**config.mk**
```make
export PLATFORM = sky130hd
export DESIGN_NAME = link_pi_tx_power_controller
export DESIGN_NICKNAME = d
export VERILOG_FILES = /design/src/design/lptpc_pkg.sv /design/src/design/lptpc_div.sv /design/src/design/lptpc_mac.sv /design/src/design/link_pi_tx_power_controller.sv
export SDC_FILE = /design/constraint.sdc
export NUM_CORES = 2
export LEC_CHECK = 0
export ABC_AREA = 1
export BUFFER_PORTS_ARGS = -buffer_cell sky130_fd_sc_hd__buf_2
export CAP_MARGIN = 20
export CELL_PAD_IN_SITES_DETAIL_PLACEMENT = 0
export CELL_PAD_IN_SITES_GLOBAL_PLACEMENT = 2
export CORE_MARGIN = 2
export CORE_UTILIZATION = 33
export CTS_CLUSTER_SIZE = 14
export DETAILED_ROUTE_END_ITERATION = 7
export PLACE_DENSITY_LB_ADDON = 0.1
export RECOVER_POWER = 100
export SLEW_MARGIN = 0
export SYNTH_ARGS = -nofsm -noshare
export SYNTH_HDL_FRONTEND = slang
export SYNTH_SLANG_ARGS = --single-unit
export TNS_END_PERCENT = 20
```
**constraint.sdc**
```tcl
create_clock -name clk_i -period 8.1 [get_ports clk_i]
set_clock_uncertainty 0.15 [all_clocks]
set_input_delay 0.405 -clock clk_i [delete_from_list [all_inputs] [get_ports clk_i]]
set_output_delay 0.405 -clock clk_i [all_outputs]
set_load 0.005 [all_outputs]
```
**src/design/lptpc_pkg.sv**
```systemverilog
// package for the link power controller: register indexes, mode codes, widths
// no dependencies
`default_nettype none
package lptpc_pkg;
  localparam int unsigned CfgIdxW = 3;
  localparam int unsigned CfgDataW = 16;
  localparam logic [CfgIdxW-1:0] RegPrrTarget = 3'd0;
  localparam logic [CfgIdxW-1:0] RegGainProp = 3'd1;
  localparam logic [CfgIdxW-1:0] RegGainInteg = 3'd2;
  localparam logic [CfgIdxW-1:0] RegPowerFloor = 3'd3;
  localparam logic [CfgIdxW-1:0] RegPowerCeiling = 3'd4;
  localparam logic [1:0] ModeReport = 2'd0;
  localparam logic [1:0] ModeForget = 2'd1;
  localparam logic [1:0] ModeTick = 2'd2;
  localparam int unsigned MaxOut = 16;

  typedef struct packed {
    logic [6:0] prr_target;
    logic [15:0] gain_prop;
    logic [15:0] gain_integ;
    logic [4:0] power_floor;
    logic [4:0] power_ceiling;
  } cfg_t;

  // serial divider handshake
  typedef struct packed {
    logic start;
    logic [14:0] dividend;
    logic [7:0] divisor;
  } div_req_t;

  typedef struct packed {
    logic done;
    logic [14:0] quotient;
  } div_rsp_t;
endpackage
`default_nettype wire

```
**src/design/lptpc_div.sv**
```systemverilog
// restoring radix-2 divider, one quotient bit per cycle
// depends on lptpc_pkg
`default_nettype none
module lptpc_div (
  input  wire logic                 clk_i,
  input  wire logic                 rst_ni,
  input  wire lptpc_pkg::div_req_t  req_i,
  output lptpc_pkg::div_rsp_t       rsp_o
);
  logic [14:0] quo_q, quo_d;
  logic [8:0] rem_q, rem_d;
  logic [7:0] dvs_q, dvs_d;
  logic [3:0] cnt_q, cnt_d;
  logic busy_q, busy_d, done_q, done_d;
  logic [8:0] trial;
  logic [9:0] diff;

  always_comb begin
    trial = {rem_q[7:0], quo_q[14]};
    diff = {1'b0, trial} - {2'b0, dvs_q};
    quo_d = quo_q;
    rem_d = rem_q;
    dvs_d = dvs_q;
    cnt_d = cnt_q;
    busy_d = busy_q;
    done_d = 1'b0;
    if (req_i.start) begin
      quo_d = req_i.dividend;
      rem_d = '0;
      dvs_d = req_i.divisor;
      cnt_d = 4'd0;
      busy_d = 1'b1;
    end else if (busy_q) begin
      if (!diff[9]) begin
        rem_d = diff[8:0];
      end else begin
        rem_d = trial;
      end
      quo_d = {quo_q[13:0], ~diff[9]};
      cnt_d = cnt_q + 4'd1;
      if (cnt_q == 4'd14) begin
        busy_d = 1'b0;
        done_d = 1'b1;
      end
    end
  end

  always_ff @(posedge clk_i or negedge rst_ni) begin
    if (!rst_ni) begin
      busy_q <= 1'b0;
      done_q <= 1'b0;
      cnt_q <= '0;
    end else begin
      busy_q <= busy_d;
      done_q <= done_d;
      cnt_q <= cnt_d;
    end
  end

  always_ff @(posedge clk_i) begin
    quo_q <= quo_d;
    rem_q <= rem_d;
    dvs_q <= dvs_d;
  end

  assign rsp_o.done = done_q;
  assign rsp_o.quotient = quo_q;
endmodule
`default_nettype wire

```
**src/design/lptpc_mac.sv**
```systemverilog
// serial multiply-accumulate: 16-bit unsigned gain times signed multiplier,
// one gain bit per cycle; depends on nothing
`default_nettype none
module lptpc_mac (
  input  wire logic               clk_i,
  input  wire logic               rst_ni,
  input  wire logic               start_i,
  input  wire logic               clear_i,
  input  wire logic [15:0]        gain_i,
  input  wire logic signed [19:0] mult_i,
  output logic                    done_o,
  output logic signed [39:0]      acc_o
);
  logic [15:0] gain_q;
  logic signed [39:0] addend_q;
  logic signed [39:0] acc_q;
  logic [4:0] cnt_q;
  logic busy_q, done_q;

  always_ff @(posedge clk_i or negedge rst_ni) begin
    if (!rst_ni) begin
      busy_q <= 1'b0;
      done_q <= 1'b0;
      cnt_q <= '0;
    end else begin
      done_q <= busy_q && !start_i && (cnt_q == 5'd15);
      if (start_i) begin
        busy_q <= 1'b1;
        cnt_q <= '0;
      end else if (busy_q) begin
        cnt_q <= cnt_q + 5'd1;
        if (cnt_q == 5'd15) begin
          busy_q <= 1'b0;
        end
      end
    end
  end

  always_ff @(posedge clk_i) begin
    if (clear_i) begin
      acc_q <= '0;
    end
    if (start_i) begin
      gain_q <= gain_i;
      addend_q <= 40'(mult_i);
    end else if (busy_q) begin
      if (gain_q[0]) begin
        acc_q <= acc_q + addend_q;
      end
      gain_q <= {1'b0, gain_q[15:1]};
      addend_q <= addend_q <<< 1;
    end
  end

  assign done_o = done_q;
  assign acc_o = acc_q;
endmodule
`default_nettype wire

```
**src/design/link_pi_tx_power_controller.sv**
```systemverilog
// link transmit power controller, top level
// depends on lptpc_pkg, lptpc_div, lptpc_mac
// report and forget: busy for one cycle, result beat in the cycle after; no new item while busy
// tick: read, check, two serial divisions, three serial multiply passes, emit per updated slot,
// read, check, emit otherwise; one result per slot, only the first 16 slots emit
// results cannot be stalled; reset clears slot valid bits and loads register defaults
`default_nettype none
module link_pi_tx_power_controller #(
  parameter int unsigned SLOTS = 16
) (
  input  wire logic                           clk_i,
  input  wire logic                           rst_ni,
  input  wire logic                           start,
  output logic                                busy,
  input  wire logic                           cfg_we_i,
  input  wire logic [lptpc_pkg::CfgIdxW-1:0]  cfg_idx_i,
  input  wire logic [lptpc_pkg::CfgDataW-1:0] cfg_data_i,
  input  wire logic [1:0]                     mode_i,
  input  wire logic [3:0]                     slot_i,
  input  wire logic [4:0]                     tx_power_i,
  input  wire logic [6:0]                     attempts_i,
  input  wire logic                           delivered_i,
  output logic                                strobe,
  output logic                                kind_o,
  output logic [3:0]                          out_slot_o,
  output logic [4:0]                          power_o,
  output logic                                slot_known_o,
  output logic                                updated_o,
  output logic                                last_o
);
  localparam int unsigned SW = (SLOTS > 1) ? $clog2(SLOTS) : 1;
  localparam int unsigned NOut = (SLOTS < lptpc_pkg::MaxOut) ? SLOTS : lptpc_pkg::MaxOut;

  typedef enum logic [9:0] {
    StIdle  = 10'b0000000001,
    StRep   = 10'b0000000010,
    StTRd   = 10'b0000000100,
    StTChk  = 10'b0000001000,
    StDiv   = 10'b0000010000,
    StGdiv  = 10'b0000100000,
    StMac1  = 10'b0001000000,
    StMac2  = 10'b0010000000,
    StMac3  = 10'b0100000000,
    StEmit  = 10'b1000000000
  } state_e;

  state_e state_q, state_d;
  lptpc_pkg::cfg_t cfg_q;

  // slot store: valid bits in flops, the rest in a memory
  logic [SLOTS-1:0] valid_q;
  logic [4:0] pw_mem [SLOTS];
  logic [6:0] prv_mem [SLOTS];
  logic [15:0] off_mem [SLOTS];
  logic [7:0] dlv_mem [SLOTS];
  logic [7:0] att_mem [SLOTS];

  logic [4:0] pw_r;
  logic [6:0] prv_r;
  logic signed [15:0] off_r;
  logic [7:0] dlv_r, att_r;

  // item latch
  logic [1:0] mode_q;
  logic [3:0] slot_q;
  logic [4:0] txp_q;
  logic [6:0] att_in_q;
  logic dlv_in_q;
  logic [SW:0] idx_q;
  logic [6:0] rate_q;
  logic [6:0] g_q;
  logic upd_q;

  // result registers
  logic strobe_q, kind_q, known_q, updq_q, last_q;
  logic [3:0] oslot_q;
  logic [4:0] opw_q;

  logic in_range;
  logic [SW-1:0] sidx;
  logic [SW-1:0] tidx;
  logic max_code;
  logic wr_en;
  logic [4:0] wr_pw;
  logic [6:0] wr_prv;
  logic [15:0] wr_off;
  logic [7:0] wr_dlv, wr_att;
  logic [SW-1:0] wr_idx;
  logic [SW-1:0] rd_idx;

  lptpc_pkg::div_req_t div_req;
  lptpc_pkg::div_rsp_t div_rsp;
  logic mac_start, mac_clear, mac_done;
  logic [15:0] mac_gain;
  logic signed [19:0] mac_mult;
  logic signed [39:0] mac_acc;

  lptpc_div u_div (.clk_i, .rst_ni, .req_i(div_req), .rsp_o(div_rsp));
  lptpc_mac u_mac (.clk_i, .rst_ni, .start_i(mac_start), .clear_i(mac_clear),
                   .gain_i(mac_gain), .mult_i(mac_mult), .done_o(mac_done),
                   .acc_o(mac_acc));

  assign busy = (state_q != StIdle);
  assign in_range = ({4'b0, slot_q} < 8'(SLOTS)) || (SLOTS > 16);
  assign sidx = SW'(slot_q);
  assign tidx = idx_q[SW-1:0];
  assign max_code = (txp_q == 5'd0) || (txp_q == 5'd30) || (txp_q == 5'd31);
  assign rd_idx = (state_q == StIdle) ? SW'(slot_i) : ((state_q == StRep) ? sidx : tidx);

  // registered read of the slot memory
  always_ff @(posedge clk_i) begin
    pw_r <= pw_mem[rd_idx];
    prv_r <= prv_mem[rd_idx];
    off_r <= off_mem[rd_idx];
    dlv_r <= dlv_mem[rd_idx];
    att_r <= att_mem[rd_idx];
    if (wr_en) begin
      pw_mem[wr_idx] <= wr_pw;
      prv_mem[wr_idx] <= wr_prv;
      off_mem[wr_idx] <= wr_off;
      dlv_mem[wr_idx] <= wr_dlv;
      att_mem[wr_idx] <= wr_att;
    end
  end

  // controller arithmetic, shared across serial passes
  logic signed [8:0] e_rate;
  logic signed [17:0] err;
  logic signed [40:0] acc_full;
  logic signed [40:0] u_full;
  logic u_lt_floor, u_gt_ceil;
  logic [4:0] new_pw;
  logic signed [40:0] u_excess;
  logic signed [19:0] excess_sat;
  logic signed [39:0] d_prod;
  logic [15:0] off_sat;
  logic [7:0] sat_att, sat_dlv;
  logic [8:0] sum_att, sum_dlv;

  always_comb begin
    e_rate = $signed({2'b0, prv_r}) - $signed({2'b0, rate_q});
    err = $signed({11'b0, cfg_q.prr_target}) - ($signed({11'b0, rate_q}) + 18'(off_r));
    acc_full = $signed({20'b0, pw_r, 16'b0}) + 41'(mac_acc);
    // truncate toward zero
    u_full = (acc_full[40] && (acc_full[15:0] != 16'd0)) ?
             (acc_full >>> 16) + 41'sd1 : (acc_full >>> 16);
    u_lt_floor = u_full < $signed({36'b0, cfg_q.power_floor});
    u_gt_ceil = u_full > $signed({36'b0, cfg_q.power_ceiling});
    new_pw = u_lt_floor ? cfg_q.power_floor : (u_gt_ceil ? cfg_q.power_ceiling : u_full[4:0]);
    u_excess = u_full - $signed({36'b0, new_pw});
    // any nonzero g is at least 1, so excess beyond 2^16 already saturates the offset
    if (u_excess > 41'sd65536) excess_sat = 20'sd65536;
    else if (u_excess < -41'sd65536) excess_sat = -20'sd65536;
    else excess_sat = u_excess[19:0];
    d_prod = mac_acc;
    if (d_prod > 40'sd32767) off_sat = 16'h7fff;
    else if (d_prod < -40'sd32768) off_sat = 16'h8000;
    else off_sat = d_prod[15:0];
    sum_att = {1'b0, att_r} + {2'b0, att_in_q};
    sum_dlv = {1'b0, dlv_r} + {8'b0, dlv_in_q};
    sat_att = sum_att[8] ? 8'hff : sum_att[7:0];
    sat_dlv = sum_dlv[8] ? 8'hff : sum_dlv[7:0];
  end

  // datapath control
  always_comb begin
    state_d = state_q;
    wr_en = 1'b0;
    wr_idx = tidx;
    wr_pw = pw_r;
    wr_prv = prv_r;
    wr_off = off_r;
    wr_dlv = dlv_r;
    wr_att = att_r;
    div_req = '0;
    mac_start = 1'b0;
    mac_clear = 1'b0;
    mac_gain = cfg_q.gain_prop;
    mac_mult = 20'(e_rate);
    unique case (state_q)
      StIdle: begin
        if (start) begin
          unique case (mode_i) inside
            lptpc_pkg::ModeReport, lptpc_pkg::ModeForget: state_d = StRep;
            lptpc_pkg::ModeTick: state_d = StTRd;
            default: state_d = StIdle;
          endcase
        end
      end
      StRep: begin
        wr_idx = sidx;
        if (mode_q == lptpc_pkg::ModeReport && in_range) begin
          if (!valid_q[sidx]) begin
            wr_en = max_code;
            wr_pw = cfg_q.power_ceiling;
            wr_prv = 7'd100;
            wr_off = '0;
            wr_att = {1'b0, att_in_q};
            wr_dlv = {7'b0, dlv_in_q};
          end else if (pw_r == txp_q || (max_code && pw_r == cfg_q.power_ceiling)) begin
            wr_en = 1'b1;
            wr_att = sat_att;
            wr_dlv = sat_dlv;
          end
        end
        state_d = StIdle;
      end
      StTRd: state_d = StTChk;
      StTChk: begin
        if (valid_q[tidx] && att_r != 8'd0) begin
          div_req.start = 1'b1;
          div_req.dividend = 15'(dlv_r) * 15'd100;
          div_req.divisor = att_r;
          state_d = StDiv;
        end else begin
          state_d = StEmit;
        end
      end
      StDiv: begin
        if (div_rsp.done) begin
          div_req.start = 1'b1;
          div_req.dividend = (div_rsp.quotient > 15'd100) ? 15'd100 : div_rsp.quotient;
          div_req.divisor = (pw_r == 5'd0) ? 8'd1 : {3'b0, pw_r};
          state_d = StGdiv;
        end
      end
      StGdiv: begin
        if (div_rsp.done) begin
          mac_clear = 1'b1;
          mac_start = 1'b1;
          state_d = StMac1;
        end
      end
      StMac1: begin
        mac_gain = cfg_q.gain_integ;
        mac_mult = 20'(err);
        if (mac_done) begin
          mac_start = 1'b1;
          state_d = StMac2;
        end
      end
      StMac2: begin
        if (mac_done) begin
          // acc now holds the full PI sum; clamp and start offset product
          wr_en = 1'b1;
          wr_pw = new_pw;
          wr_prv = rate_q;
          wr_att = '0;
          wr_dlv = '0;
          mac_clear = 1'b1;
          mac_start = 1'b1;
          mac_gain = {9'b0, g_q};
          mac_mult = excess_sat;
          state_d = StMac3;
        end
      end
      StMac3: begin
        mac_gain = {9'b0, g_q};
        mac_mult = excess_sat;
        if (mac_done) begin
          wr_en = 1'b1;
          wr_pw = pw_r;
          wr_off = off_sat;
          wr_prv = prv_r;
          wr_att = '0;
          wr_dlv = '0;
          state_d = StEmit;
        end
      end
      StEmit: begin
        state_d = (idx_q == (SW+1)'(SLOTS - 1)) ? StIdle : StTRd;
      end
      default: state_d = StIdle;
    endcase
  end

  // clamped power, held for the emit beat
  logic [4:0] npw_q;
  always_ff @(posedge clk_i) begin
    if (state_q == StMac2 && mac_done) begin
      npw_q <= new_pw;
    end
  end

  always_ff @(posedge clk_i or negedge rst_ni) begin
    if (!rst_ni) begin
      state_q <= StIdle;
      valid_q <= '0;
      strobe_q <= 1'b0;
      idx_q <= '0;
      upd_q <= 1'b0;
      cfg_q.prr_target <= 7'd95;
      cfg_q.gain_prop <= 16'd951;
      cfg_q.gain_integ <= 16'd1903;
      cfg_q.power_floor <= 5'd2;
      cfg_q.power_ceiling <= 5'd31;
    end else begin
      state_q <= state_d;
      strobe_q <= (state_q == StRep) || (state_q == StEmit && idx_q < (SW+1)'(NOut));
      if (cfg_we_i) begin
        unique case (cfg_idx_i)
          lptpc_pkg::RegPrrTarget: cfg_q.prr_target <= cfg_data_i[6:0];
          lptpc_pkg::RegGainProp: cfg_q.gain_prop <= cfg_data_i;
          lptpc_pkg::RegGainInteg: cfg_q.gain_integ <= cfg_data_i;
          lptpc_pkg::RegPowerFloor: cfg_q.power_floor <= cfg_data_i[4:0];
          lptpc_pkg::RegPowerCeiling: cfg_q.power_ceiling <= cfg_data_i[4:0];
          default: ;
        endcase
      end
      if (state_q == StIdle && start) begin
        idx_q <= '0;
      end
      if (state_q == StRep) begin
        if (in_range) begin
          if (mode_q == lptpc_pkg::ModeForget) begin
            valid_q[sidx] <= 1'b0;
          end else if (!valid_q[sidx] && max_code) begin
            valid_q[sidx] <= 1'b1;
          end
        end
      end
      if (state_q == StTChk) begin
        upd_q <= valid_q[tidx] && att_r != 8'd0;
      end
      if (state_q == StEmit) begin
        idx_q <= idx_q + 1'b1;
      end
    end
  end

  always_ff @(posedge clk_i) begin
    if (state_q == StIdle && start) begin
      mode_q <= mode_i;
      slot_q <= slot_i;
      txp_q <= tx_power_i;
      att_in_q <= attempts_i;
      dlv_in_q <= delivered_i;
    end
    if (state_q == StDiv && div_rsp.done) begin
      rate_q <= (div_rsp.quotient > 15'd100) ? 7'd100 : div_rsp.quotient[6:0];
    end
    if (state_q == StGdiv && div_rsp.done) begin
      g_q <= (pw_r == 5'd0) ? rate_q : div_rsp.quotient[6:0];
    end
    if (state_q == StRep) begin
      kind_q <= 1'b0;
      oslot_q <= slot_q;
      updq_q <= 1'b0;
      last_q <= 1'b1;
      if (mode_q == lptpc_pkg::ModeReport && in_range && (valid_q[sidx] || max_code)) begin
        known_q <= 1'b1;
        opw_q <= (valid_q[sidx]) ? (wr_en ? wr_pw : pw_r) : cfg_q.power_ceiling;
      end else begin
        known_q <= 1'b0;
        opw_q <= cfg_q.power_ceiling;
      end
    end
    if (state_q == StEmit) begin
      kind_q <= 1'b1;
      oslot_q <= 4'(idx_q);
      known_q <= valid_q[tidx];
      updq_q <= upd_q;
      last_q <= (idx_q == (SW+1)'(NOut - 1));
      opw_q <= valid_q[tidx] ? (upd_q ? npw_q : pw_r) : cfg_q.power_ceiling;
    end
  end

  assign strobe = strobe_q;
  assign kind_o = kind_q;
  assign out_slot_o = oslot_q;
  assign power_o = opw_q;
  assign slot_known_o = known_q;
  assign updated_o = updq_q;
  assign last_o = last_q;
endmodule
`default_nettype wire

```
== Word level (Yosys, flattened, before mapping) ==
Memories as Yosys holds them, arrays and structs flattened. A register that Yosys moved wholly into a read port is not among the register bits.
Cells that the tools add are included.
W data, S select, Z words.

* Register bits after elaboration: 273
* Memories kept: 5
* Input bits: 42
* Logic and storage cells: 258
* Bits in writable memories: 704
* Output and inout bits: 15

{| class="wikitable"
|+ Memories
! name !! depth !! bits a word !! rd ports !! clocked after memory_dff !! write ports !! line !! RTL
|-
| off_mem || 16 || 16 || 1 || 1 || 1 || link_pi_tx_power_controller.sv:54 || <nowiki>logic [15:0] off_mem [SLOTS];</nowiki>
|-
| att_mem || 16 || 8 || 1 || 1 || 1 || link_pi_tx_power_controller.sv:56 || <nowiki>logic [7:0] att_mem [SLOTS];</nowiki>
|-
| dlv_mem || 16 || 8 || 1 || 1 || 1 || link_pi_tx_power_controller.sv:55 || <nowiki>logic [7:0] dlv_mem [SLOTS];</nowiki>
|-
| prv_mem || 16 || 7 || 1 || 1 || 1 || link_pi_tx_power_controller.sv:53 || <nowiki>logic [6:0] prv_mem [SLOTS];</nowiki>
|-
| pw_mem || 16 || 5 || 1 || 1 || 1 || link_pi_tx_power_controller.sv:52 || <nowiki>logic [4:0] pw_mem [SLOTS];</nowiki>
|}

* $add $sub $neg: 13
* Mux-type cells: 113
* Reduce and logical (&&, ||, !) cells: 43
* Equality and inequality tests: 32
* $lt $le $gt $ge: 11
* Multiply operators: 1
* Bitwise gates (word level): 4

{| class="wikitable"
|+ Operator list
! cell !! number
|-
| $mux W40 || 6
|-
| $mux W16 || 10
|-
| $pmux W10 S9 || 1
|-
| $mux W8 || 11
|-
| $mux W5 || 17
|-
| $mux W10 || 7
|-
| $mux W20 || 3
|-
| $pmux W20 S3 || 1
|-
| $mux W24 || 2
|-
| $pmux W16 S3 || 1
|-
| $pmux W24 S2 || 1
|-
| $mux W15 || 3
|-
| $add A22 B40 Y41 || 1
|-
| $gt A41 B18 Y1 const B || 1
|-
| $gt A41 B6 Y1 || 1
|-
| $lt A41 B17 Y1 const B || 1
|-
| $lt A41 B6 Y1 || 1
|-
| $mux W41 || 1
|-
| $sub A41 B6 Y41 || 1
|-
| $add A40 B40 Y40 || 1
|-
| $gt A40 B16 Y1 const B || 1
|-
| $lt A40 B16 Y1 const B || 1
|-
| $pmux W16 S2 || 1
|-
| $pmux W8 S2 || 2
|-
| 63 further kinds || 141
|}

== Longest topological paths before layout ==
* Depth after elaboration: 14
* Depth in mapped cells: 53
* Depth with buffers taken out: 52

== Cells and area by module ==
From an unflattened synthesis, not the netlist that was laid out.

* Cell total of the unflattened synthesis: 5,361
* Area, all modules: 50,800.0 µm²

{| class="wikitable"
|+ Modules (own cells, without submodules)
! module !! cells each !! area an instance (µm²) !! times used !! sequential area each (µm²)
|-
| link_pi_tx_power_controller || 4,116 || 42,009.0 || 1 || 25,632.1
|-
| lptpc_mac || 1,011 || 6,799.0 || 1 || 2,657.5
|-
| lptpc_div || 234 || 1,991.9 || 1 || 1,001.0
|}

== Worst setup path before layout ==
OpenSTA, ideal clock, no wires.

* Path kind: register -> register
* Start: register pw_r[0], read port of pw_mem
* End: register u_mac.addend_q[15], data pin
* Stages on the path, launching flop included: 47
* Buffers on the path: 1
* Setup time: 249 ps
* Period minus slack after synthesis: 5,716 ps
* Required time: 7,701 ps
* Slack: 2,384 ps
* Arrival time: 5,317 ps
* Cells stage by stage: dfxtp_1 -> ha_1 -> inv_1 -> fa_1 -> inv_1 -> nand2_1 -> nand2_1 -> nand3_1 -> nand2_2 -> nand2_2 -> nand3_2 -> nor2_2 -> xor2_1 -> inv_1 -> ha_1 -> a21o_1 -> nor3_1 -> nand3_2 -> [... 11 more ...] -> nand3_1 -> nand2_2 -> nand2_2 -> nand3_1 -> nand2_1 -> nand2_1 -> nor2_1 -> nand2_1 -> nor2_1 -> nand2_1 -> nand3_2 -> buf_6 -> nand2_1 -> nand2_1 -> nand2_1 -> nand3_1 -> nand2_1 -> inv_1

* Longest elaborated chain between the ends: 13
* Elaborated cells between the ends (all ways): 16
* Those cells by class: add/sub: 3; order compare: 4; mux: 8; reduce/logical: 1

{| class="wikitable"
|+ RTL lines
! element !! line !! RTL
|-
| from (decl) || link_pi_tx_power_controller.sv:58 || <nowiki>logic [4:0] pw_r;</nowiki>
|-
| $add A22 B40 Y41 * || link_pi_tx_power_controller.sv:143 || <nowiki>acc_full = $signed({20'b0, pw_r, 16'b0}) + 41'(mac_acc);</nowiki>
|-
| $add A25 B2 Y26 or $logic_and A1 B1 Y1 (tied branches) || link_pi_tx_power_controller.sv:146, link_pi_tx_power_controller.sv:145 ||
|-
| $mux W41 * || link_pi_tx_power_controller.sv:145 || <nowiki>u_full = (acc_full[40] && (acc_full[15:0] != 16'd0)) ?</nowiki>
|-
| $gt A41 B6 Y1 || link_pi_tx_power_controller.sv:148 || <nowiki>u_gt_ceil = u_full > $signed({36'b0, cfg_q.power_ceiling});</nowiki>
|-
| $mux W5 || link_pi_tx_power_controller.sv:149 || <nowiki>new_pw = u_lt_floor ? cfg_q.power_floor : (u_gt_ceil ? cfg_q.power_ceiling : u_full[4:0]);</nowiki>
|-
| $mux W5 * || link_pi_tx_power_controller.sv:149 ||
|-
| via new_pw[0] || link_pi_tx_power_controller.sv:132 || <nowiki>logic [4:0] new_pw;</nowiki>
|-
| $sub A41 B6 Y41 * || link_pi_tx_power_controller.sv:150 || <nowiki>u_excess = u_full - $signed({36'b0, new_pw});</nowiki>
|-
| $lt A41 B17 Y1 || link_pi_tx_power_controller.sv:153 || <nowiki>else if (u_excess < -41'sd65536) excess_sat = -20'sd65536;</nowiki>
|-
| $mux W20 || link_pi_tx_power_controller.sv:153 ||
|-
| $mux W20 * || link_pi_tx_power_controller.sv:152 || <nowiki>if (u_excess > 41'sd65536) excess_sat = 20'sd65536;</nowiki>
|-
| $mux W20 || link_pi_tx_power_controller.sv:243 || <nowiki>if (mac_done) begin</nowiki>
|-
| $pmux W20 S3 * || link_pi_tx_power_controller.sv:180 || <nowiki>unique case (state_q)</nowiki>
|-
| $mux W40 * || lptpc_mac.sv:43 || <nowiki>if (start_i) begin</nowiki>
|-
| to (signal assigned) || lptpc_mac.sv:45 || <nowiki>addend_q <= 40'(mult_i);</nowiki>
|-
| to (signal assigned) || lptpc_mac.sv:51 || <nowiki>addend_q <= addend_q <<< 1;</nowiki>
|-
| to (decl) || lptpc_mac.sv:15 || <nowiki>logic signed [39:0] addend_q;</nowiki>
|}

The timed path passes the listed nets; every way through them passes the cells marked *.
A chain may end at the register's enable or synchronous reset.

== Worst setup path in the final report ==
* Start: register state_q[6]
* End: register pw_r[4], read port of pw_mem

* Longest elaborated chain between the ends: 3
* Elaborated cells between the ends (all ways): 4
* Those cells by class: eq/ne: 2; mux: 2

{| class="wikitable"
|+ RTL lines
! element !! line !! RTL
|-
| from (decl) || link_pi_tx_power_controller.sv:47 || <nowiki>state_e state_q, state_d;</nowiki>
|-
| from (signal assigned) || link_pi_tx_power_controller.sv:287 || <nowiki>state_q <= StIdle;</nowiki>
|-
| from (signal assigned) || link_pi_tx_power_controller.sv:298 || <nowiki>state_q <= state_d;</nowiki>
|-
| $eq A10 B2 Y1 || link_pi_tx_power_controller.sv:108 || <nowiki>assign rd_idx = (state_q == StIdle) ? SW'(slot_i) : ((state_q == StRep) ? sidx : tidx);</nowiki>
|-
| $mux W4 || link_pi_tx_power_controller.sv:108 ||
|-
| $mux W4 * || link_pi_tx_power_controller.sv:108 ||
|}

Mark *: on every way between the ends. The rest lies on a longest branch, timed or not.

==> results.sh <==
export IMPL_gp_congestion=0.8439
export IMPL_synth_common_cells="833 x edfxtp_1, 789 x nand2_1, 706 x nor2_1"
export IMPL_port_buffers=56
export IMPL_wirelength_um=168300
export IMPL_initial_utilization=0.3330
export IMPL_critPathKind="flip-flop to flip-flop"
export IMPL_final_area_um2=56000
export IMPL_worstSkewPairLatency_ns=0.76
export IMPL_violations="capacitance limit, slew limit"
export IMPL_worstPathRequired_ns=8.42
export IMPL_post_dp_hpwl_um=109300
export IMPL_combPwrFrac=0.390
export IMPL_seq_power_share=0.348
export IMPL_worstRegToRegCells=15
export IMPL_cts_tree="built"
export IMPL_async_flop_share=0.09305
export IMPL_grt_ovfl_total=0
export IMPL_r2r_start="state_q[6]"
export IMPL_r2r_setup_slack_ns=0.57
export IMPL_synthTopCellsByArea="edfxtp_1 51%, o21ai_0 6.4%, nand2_1 6.0%"
export IMPL_maxSlewViolCount=811
export IMPL_drt_first_pass_iters=6
export IMPL_outcome="finished, violations left"
export IMPL_grtUsageTotal=0.2186
export IMPL_post_place_ws_ns=0.9619
export IMPL_ys_types=62
export IMPL_yosys_warnings=0
export IMPL_max_clock_path_buffers=3
export IMPL_syn_inst=4970
export IMPL_crit_arrival_ns=7.85
export IMPL_drtAntennaViolNets=0
export IMPL_synth_top_family_by_area="simple AND/OR/NAND/NOR gates"
export IMPL_rsz0062_at_grt="false"
export IMPL_yosysTopAreaCell="edfxtp_1"
export IMPL_maxSlewHeadroom=-1.659
export IMPL_synth_top_area_frac=0.5081
export IMPL_finalCoreUtilization=0.3788
export IMPL_rows=141
export IMPL_ys_flop_type="edfxtp_1"
export IMPL_holdCritPathClass="input pin to flip-flop"
export IMPL_final_setup_worst_slack_ns=0.5703
export IMPL_synth_edf_count=833
export IMPL_synth_compound_area_share=0.1366
export IMPL_area_delta_synth_final_pct=13.76
export IMPL_grt_pass1_wl_um=248000
export IMPL_root_buffer="clkbuf_16"
export IMPL_core_area_um2=147800
export IMPL_vias=37120
export IMPL_worst_setup_path_start_kind="flip-flop"
export IMPL_drc=0
export IMPL_synth_xor_area_share=0.01281
export IMPL_grt_max_degree=178
export IMPL_synthMuxAreaShare=0.0002033
export IMPL_cp_max_fo=74
export IMPL_drive_gt1_frac=0.07603
export IMPL_r2r_end="pw_r[4]"
export IMPL_cp_end_kind="flip-flop"
export IMPL_max_vdd_ir_drop_uv=280.4
export IMPL_p_per_area_nw_per_um2=361.0
export IMPL_clk_pin_slew_ns=0.06
export IMPL_antenna_found_initial=8
export IMPL_grt_pass1_vias=36340
export IMPL_swShare=0.4107
export IMPL_setup_viol=0
export IMPL_leakage_nw=20.77
export IMPL_cp_startpoint="state_q[6]"
export IMPL_dpl_cell_area_um2=52220
export IMPL_hold_viol=0
export IMPL_worst_pin_slew_ns=3.989
export IMPL_cts_sinks=1021
export IMPL_synth_simple_area_share=0.1663
export IMPL_fp_dieH_um=390.2
export IMPL_num_io_pins=57
export IMPL_fmax_ghz=0.1328
export IMPL_min_period_ns=7.530
export IMPL_clock_power_share=0.262
export IMPL_ys_ff_latch=1021
export IMPL_switching_power_mw=8.301
export IMPL_die_area_um2=152300
export IMPL_fin_setup_tns_ns=0
export IMPL_nNetsFinal=5269
export IMPL_syn_avg_cell_area_um2=9.905
export IMPL_drt_iter0_drc=2908
export IMPL_via_per_inst=5.218
export IMPL_wl_per_cell_um=23.66
export IMPL_cp_endpoint="pw_r[4]"
export IMPL_yosysSeqAreaShare=0.5950
export IMPL_cts_made_buffers=115
export IMPL_fp_dieW_um=390.2
export IMPL_synthAdderAreaFrac=0.03990
export IMPL_syn_nets=5160
export IMPL_yosysMostFrequentCell="edfxtp_1"
export IMPL_fin_crit_sh=0.9296
export IMPL_synth_area_um2=49230
export IMPL_cts_max_level=3
export IMPL_internal_power_mw=11.91
export IMPL_max_cap_viol_count=26
## power groups by stage
stage / sequential (mW) / combinational [mW] / clock [mW]
4_1_cts: 7.01 / 8.05 / 5.44
3_3_place_gp: 7.12 / 8.02 / 0
3_5_place_dp: 7.12 / 7.99 / 0
2_1_floorplan: 6.95 / 5.00 / 0
6_report: 7.04 / 7.87 / 5.30
5_1_grt: 7.07 / 8.84 / 5.64
## logic make-up (layout without fill, tap and decap cells)
| group | Yosys count | in the layout |
|---|---|---|
| adders and majority gates | 148 | 148 |
| buffers and inverters | 639 | 851 |
| AOI/OAI and AO/OA | 1149 | 1149 |
| xor gates and xnor gates | 72 | 72 |
| other | 0 | 2 |
| DFF | 1021 | 1021 |
| muxes | 1 | 1 |
| and+or+nand+nor | 1940 | 1940 |
## how the worst min path moves through the flow
stage,start,to,depth (start not counted)
floorplan,rst_ni,async pin,0
global placement,rst_ni,state_q[2],1
detailed placement,rst_ni,state_q[1],1
CTS,rst_ni,state_q[2],2
global route,cfg_data_i[0],cfg_q[0],3
finish,cfg_data_i[0],cfg_q[5],3
## routing by layer
| layer | wire, um | GRT usage | vias up |
|---|---|---|---|
| met5 | 8 | 0 | - |
| met4 | 3593 | 0.05118 | 2 |
| met3 | 7010 | 0.02810 | 181 |
| met2 | 76900 | 0.3481 | 771 |
| met1 | 80770 | 0.3160 | 18390 |
| li1 | - | - | 17780 |
## worst max-delay path, stage by stage (launching register included)
cell	delay, ns
dfrtp_1	0.39
nor2_1	0.05
inv_1	0.12
nor2_1	0.12
inv_1	0.16
nor2_1	0.07
buf_4	0.20
o21ai_0	0.79
nor2_1	0.16
nor2_4	0.32
clkinvlp_2	2.09
clkbuf_2	1.54
o21ai_0	0.36
o221ai_1	0.15
o211ai_1	0.14
o21ai_0	0.36
## layout make-up
type	instances	area, um^2
flip-flops and latches	1021	29290
clock buffers	167	3346
inverters	429	1624
multi-input cells	3310	17560
diodes	2	5.005
fillers	14860	91840
well taps	1930	2415
repair buffers	202	1227
clock inverters	53	531.8
## cell usage in the layout (no fill, tap or decap), types with 14 or more instances in the layout
master,netlist,layout
dlygate4sd3_1,0,33
clkbuf_8,0,23
nand2_2,30,29
o211ai_1,57,57
a21oi_1,148,147
inv_1,413,412
clkbuf_2,0,22
nor2_1,706,700
clkbuf_16,0,117
nor2_2,12,14
dfrtp_1,65,65
nand3_1,238,239
nand3_2,18,17
clkinv_2,0,24
buf_4,1,28
clkbuf_1,197,102
xnor2_1,24,24
ha_1,133,133
nand2_1,789,789
xor2_1,48,48
clkinv_1,11,24
fa_1,15,15
nand4_1,50,50
buf_2,2,39
nor4_1,18,18
o31ai_1,16,16
o221ai_1,129,129
nor3_1,42,40
o22ai_1,90,90
o21ai_0,630,635
dfstp_2,30,25
dfxtp_1,93,93
edfxtp_1,833,833
## metrics by stage
stage	hold WS, ns	power [mW]	std cells
global placement	0.2718	15.14	6851
detailed placement	0.2702	15.11	6855
global route	0.04511	21.55	7112
floorplan	-0.04059	11.94	4970
CTS	0.009587	20.49	7108
finish	0.02891	20.22	7114
## flip-flops by register name (all words and copies together) (netlist names), 40 cells and up, named ones only
| register | cells |
|---|---|
| off_mem | 256 |
| u_mac.addend_q | 40 |
| att_mem | 128 |
| prv_mem | 112 |
| cfg_q | 49 |
| u_mac.acc_o | 40 |
| dlv_mem | 128 |
| pw_mem | 80 |
## timing repair
action	CTS	global route
hold buffers	33	0
setup endpoints to repair	0	0
resized for setup	0	0
setup buffers	0	0
hold endpoints to repair	81	0
Power figures use the tool's default switching activity.
